**config.mk**
```make
export PLATFORM = sky130hd
export DESIGN_NAME = hgbm_front
export DESIGN_NICKNAME = d
export VERILOG_FILES = /design/src/hdl/hgbm_pkg.sv /design/src/hdl/hgbm_front.sv
export SDC_FILE = /design/constraint.sdc
export NUM_CORES = 1
export LEC_CHECK = 0
export ABC_AREA = 1
export ABC_CLOCK_PERIOD_IN_PS = 45600
export BUFFER_PORTS_ARGS = -buffer_cell sky130_fd_sc_hd__buf_2
export CORE_MARGIN = 10
export CORE_UTILIZATION = 40
export CTS_BUF_LIST = sky130_fd_sc_hd__clkbuf_2 sky130_fd_sc_hd__clkbuf_4 sky130_fd_sc_hd__clkbuf_8
export DETAILED_ROUTE_END_ITERATION = 12
export PLACE_DENSITY = 0.65
export SLEW_MARGIN = 20
export SYNTH_ARGS = -nofsm -noshare
export SYNTH_HDL_FRONTEND = slang
export SYNTH_SLANG_ARGS = --single-unit
```
**constraint.sdc**
```tcl
create_clock -name clk -period 45.6 [get_ports clk]
set_input_delay 6.84 -clock clk [delete_from_list [all_inputs] [get_ports clk]]
set_output_delay 6.84 -clock clk [all_outputs]
set_load 0.02 [all_outputs]
```
**src/hdl/hgbm_pkg.sv**
```systemverilog
package hgbm_pkg;

  localparam int CLASS_CAPACITY = 1024;
  localparam int SLOT_COUNT     = 2048;
  localparam int KEY_BYTES      = 8;
  localparam int MAX_ITEMS      = 65536;

  localparam int CLS_W   = $clog2(CLASS_CAPACITY);
  localparam int USED_W  = CLS_W + 1;
  localparam int SLOT_W  = $clog2(SLOT_COUNT);
  localparam int PROBE_W = SLOT_W + 1;
  localparam int SEQ_W   = $clog2(MAX_ITEMS);
  localparam int HASH_W  = SLOT_W;

  localparam logic [63:0] FNV_BASIS = 64'hcbf29ce484222325;
  localparam logic [63:0] FNV_PRIME = 64'h00000100000001b3;
  localparam logic [63:0] KEY_MASK  =
    (KEY_BYTES >= 8) ? {64{1'b1}} : ((64'd1 << (8 * KEY_BYTES)) - 64'd1);

  typedef struct packed {
    logic [63:0]       key;
    logic              priced;
    logic [31:0]       price;
    logic [SLOT_W-1:0] slot;
  } item_t;

  typedef struct packed {
    logic             valid;
    logic [CLS_W-1:0] cls;
  } slot_entry_t;

  typedef struct packed {
    logic [15:0] members;
    logic        any_price;
    logic [31:0] best_price;
    logic [15:0] best_item;
  } stats_t;

  typedef struct packed {
    logic [9:0]  class_id;
    logic        new_class;
    logic        table_full;
    logic [15:0] member_total;
    logic        class_priced;
    logic [31:0] class_price;
    logic [15:0] cheapest_item;
  } result_t;

  typedef enum logic [1:0] {
    ST_CLEAR,
    ST_IDLE,
    ST_SLOT,
    ST_KEY
  } back_state_t;

  // low product bits depend only on low operand bits, so a narrow hash suffices
  function automatic logic [SLOT_W-1:0] fnv_slot(input logic [63:0] key);
    logic [HASH_W-1:0] h;
    h = FNV_BASIS[HASH_W-1:0];
    for (int i = 0; i < KEY_BYTES; i++) begin
      h = HASH_W'((h ^ HASH_W'(key[8*i +: 8])) * FNV_PRIME[HASH_W-1:0]);
    end
    return h[SLOT_W-1:0];
  endfunction

endpackage

```
**src/hdl/hgbm_front.sv**
```systemverilog
module hgbm_front (
  input  logic          clk,
  input  logic          rst,
  input  logic          push,
  output logic          full,
  input  logic [63:0]   item_key,
  input  logic          priced,
  input  logic [31:0]   price,
  input  logic          busy,
  output logic          q_valid,
  output hgbm_pkg::item_t q_item,
  input  logic          q_take
);

  hgbm_pkg::item_t entries [2];
  hgbm_pkg::item_t in_item;
  logic       wr_ptr;
  logic       rd_ptr;
  logic [1:0] count;
  logic       accept;

  assign full    = busy || (count == 2'd2);
  assign accept  = push && !full;
  assign q_valid = (count != 2'd0);
  assign q_item  = entries[rd_ptr];

  always_comb begin
    in_item.key    = item_key & hgbm_pkg::KEY_MASK;
    in_item.priced = priced;
    in_item.price  = price;
    in_item.slot   = hgbm_pkg::fnv_slot(item_key & hgbm_pkg::KEY_MASK);
  end

  always_ff @(posedge clk) begin
    if (accept) begin
      entries[wr_ptr] <= in_item;
    end
  end

  always_ff @(posedge clk) begin
    if (rst) begin
      wr_ptr <= 1'b0;
      rd_ptr <= 1'b0;
      count  <= 2'd0;
    end else begin
      if (accept) begin
        wr_ptr <= !wr_ptr;
      end
      if (q_take) begin
        rd_ptr <= !rd_ptr;
      end
      count <= count + 2'(accept) - 2'(q_take);
    end
  end

endmodule

```
==> out/metrics.cfg <==
[run_status]
result_of_the_run = complete, no violations

[clock_network]
clock_tree_buf_depth = 3
root_buffer = sky130_fd_sc_hd__clkbuf_8
clk_latency_ns = 0.59
cts_hold_buf = 0
cts_htree_levels = 2
cts_made_buffers = 39
cts_setup_buffers = 0
number_of_clock_sinks = 221
postCtsResizedCells = 0
clkSlewWorstSetupHoldPaths_ns = 0.06
cts_tree = done

[placement]
place_hpwl_um = 27300
placed_cell_area_um2 = 17720
place.port_buffers = 211
routabilityCongestion = 0.8439
post-place-cells = 2047

[critical_path]
timing.critical_path.from = item_key[0]
crit-reg2reg-capture = entries[1][49]$_DFFE_PP_
critical_path.top_delay_family = adder cells
slack_of_the_worst_reg_to_reg_path_ns = 42.44
reg2reg_from = count[0]$_SDFF_PP0_
worstSetupEndpointType = flip-flop
max_stage_delay_ns = 0.54
critical_path.startpoint_type = primary input
worst-path-buf-inv = 37
crit_path_top_delay_cell = sky130_fd_sc_hd__fa_1
path_common_cell = sky130_fd_sc_hd__inv_1
worst-setup-path-type = primary input to flip-flop
worst_setup_path_endpoint = entries[0][10]$_DFFE_PP_
worstPathRequired_ns = 45.92
critical_path.max_fanout = 6
number_of_cell_instances_on_the_worst_register_to_register_path = 6
worstSetupPathDepth = 103
cp.arrival_ns = 28.54

[synthesis]
postSynth.topFlopCell = sky130_fd_sc_hd__edfxtp_1
synthArstFlopShare = 0
syn-num-nets = 1740
postSynthCellCount = 1318
synth_area_per_cell_um2 = 12.14
synthesis.area_um2 = 16000
synthesized_flop_and_latch_total = 221
synth.yosys.seq_area_share = 0.4116
synthesis.yosys.warnings = 0
synth_enable_flop_cells = 216
netlist-cell-type-count = 28

[timing]
timing.final.crit_share = 0.6190
slew_headroom = 0.2855
timing.final.crit_period_ns = 28.23
totalNegativeSetupSlack_ns = 0
achievable_freq_mhz = 35.43
timing.hold.ws_ns = 0.5157
timing.final.max_slew_violations = 0
worst_slew_pin_slew_ns = 1.072
final_hold_violation_count = 0
finalClockSkew_ns = 0.02341
final-setup-viol-count = 0
rsz_0062_raised_after_global_routing = no

[detailed_routing]
finalWirelength_um = 34100
routed_via_density = 4.668
ant_nets = 0
dr_total_vias = 9887
route.detailed.drc = 0
drt-pass1-iter-count = 6
routed_wire_per_std_cell_um = 16.10
first_iter_violations = 491

[floorplanning]
initial_core_util = 0.4036
die_w_um = 220
row_count = 73
coreArea_um2 = 39640
die_h_um = 220
design.portCount = 212
die_area_um2 = 48400

[cells_and_area]
syn2layout_area_growth_pct = 15.91
final_area_um2 = 18550
final_cells = 2118
seqCellArea_um2 = 6590
drive_gt1_frac = 0.2513
mostFrequentLayoutCells = sky130_fd_sc_hd__inv_1, sky130_fd_sc_hd__ha_1, sky130_fd_sc_hd__edfxtp_1
mostFrequentLayoutCell = sky130_fd_sc_hd__inv_1
multi_input_area_um2 = 8393
final.fill_count = 3624
layout.nets = 1985

[grt]
aggregate_global_route_resource_usage = 0.1425
globalRouteOverflowTotal = 0
grt_first_pass_wirelength_um = 54680
grt_start_max_net_pins = 74
vias_in_the_first_global_route = 10668
grt_antenna_before_repair = 2

[job]
max_cap_viol_count = 0

[hold_path]
timing.hold.worst.class = flip-flop to flip-flop

[sequential cells by signal, indices dropped and copies added (netlist names), named ones only]
| name | cells |
|---|---|
| count | 2 |
| entries | 216 |
| rd_ptr | 1 |
| wr_ptr | 1 |
[logic make-up (layout without fill, tap and decap cells)]
logic type	after synthesis	count (layout)	share of synthesized area
compound gates	45	45	0.01634
xor+xnor	125	125	0.07304
fa+ha+maj	320	320	0.2986
buf+inv	276	550	0.06475
flops	221	221	0.4116
mux	108	108	0.07601
other cells	0	1	0
simple gates	223	223	0.05966
[through the flow]
step / setup WS, ns / util
6_report: 17.37 / 0.4679
4_1_cts: 17.34 / 0.4678
3_5_place_dp: 16.72 / 0.4471
5_1_grt: 16.11 / 0.4678
2_1_floorplan: 17.95 / -
3_3_place_gp: 17.25 / 0.4471
[metal layers]
metal,GRT usage,wire length [um],vias up
met5,0,13,-
met4,0.03470,551,2
met3,0.04182,2380,45
met2,0.2412,16270,211
met1,0.1753,14890,4732
li1,-,-,4897
[worst min path at each step]
stage | startpoint | end | slack, ns | cells past startpoint
floorplan | rd_ptr$_SDFFE_PP0P_ | flip-flop | 0.48 | 2
global placement | rd_ptr$_SDFFE_PP0P_ | rd_ptr$_SDFFE_PP0P_ | 0.50 | 2
detailed placement | rd_ptr$_SDFFE_PP0P_ | flip-flop | 0.51 | 2
CTS | rd_ptr$_SDFFE_PP0P_ | rd_ptr$_SDFFE_PP0P_ | 0.53 | 2
global route | rd_ptr$_SDFFE_PP0P_ | rd_ptr$_SDFFE_PP0P_ | 0.56 | 2
finish | rd_ptr$_SDFFE_PP0P_ | flip-flop | 0.52 | 2
[final cells by class]
type                            instances  area share
Sequential cell                       221      0.3553
Timing Repair Buffer                  216     0.05896
Clock buffer                           56     0.03616
Multi-Input combinational cell        821      0.4525
Inverter                              264     0.05343
Antenna cell                            1   0.0001349
Tap cell                              525     0.03542
Clock inverter                         14    0.008028
[cell usage after synthesis (4+ instances only)]
master / n / area [um^2]
sky130_fd_sc_hd__a21o_1: 7 / 52.55
sky130_fd_sc_hd__a21oi_1: 21 / 105.1
sky130_fd_sc_hd__a31oi_1: 12 / 75.07
sky130_fd_sc_hd__clkbuf_1: 11 / 41.29
sky130_fd_sc_hd__dfxtp_1: 5 / 100.1
sky130_fd_sc_hd__edfxtp_1: 216 / 6486
sky130_fd_sc_hd__fa_1: 103 / 2062
sky130_fd_sc_hd__ha_1: 217 / 2715
sky130_fd_sc_hd__inv_1: 264 / 991.0
sky130_fd_sc_hd__mux2_2: 108 / 1216
sky130_fd_sc_hd__nand2_1: 147 / 551.8
sky130_fd_sc_hd__nand3_1: 40 / 200.2
sky130_fd_sc_hd__nand3b_1: 5 / 37.54
sky130_fd_sc_hd__nand4_1: 13 / 81.33
sky130_fd_sc_hd__nor2_1: 12 / 45.04
sky130_fd_sc_hd__o21ai_0: 4 / 20.02
sky130_fd_sc_hd__xnor2_1: 44 / 385.4
sky130_fd_sc_hd__xor2_1: 73 / 639.4
sky130_fd_sc_hd__xor2_2: 5 / 81.33
[worst reg2reg max path, stage by stage, from the launching register on]
cell and delay [ns]:
sky130_fd_sc_hd__dfxtp_1 0.34, sky130_fd_sc_hd__inv_1 0.06, sky130_fd_sc_hd__nand2_1 0.08, sky130_fd_sc_hd__nand3_1 0.25, sky130_fd_sc_hd__nor2_4 0.74, sky130_fd_sc_hd__buf_4 0.62, sky130_fd_sc_hd__buf_4 0.68
Power is left out: the tool's default activity adds up to more than one toggle a clock period on the data nets, which glitch-free logic cannot reach.
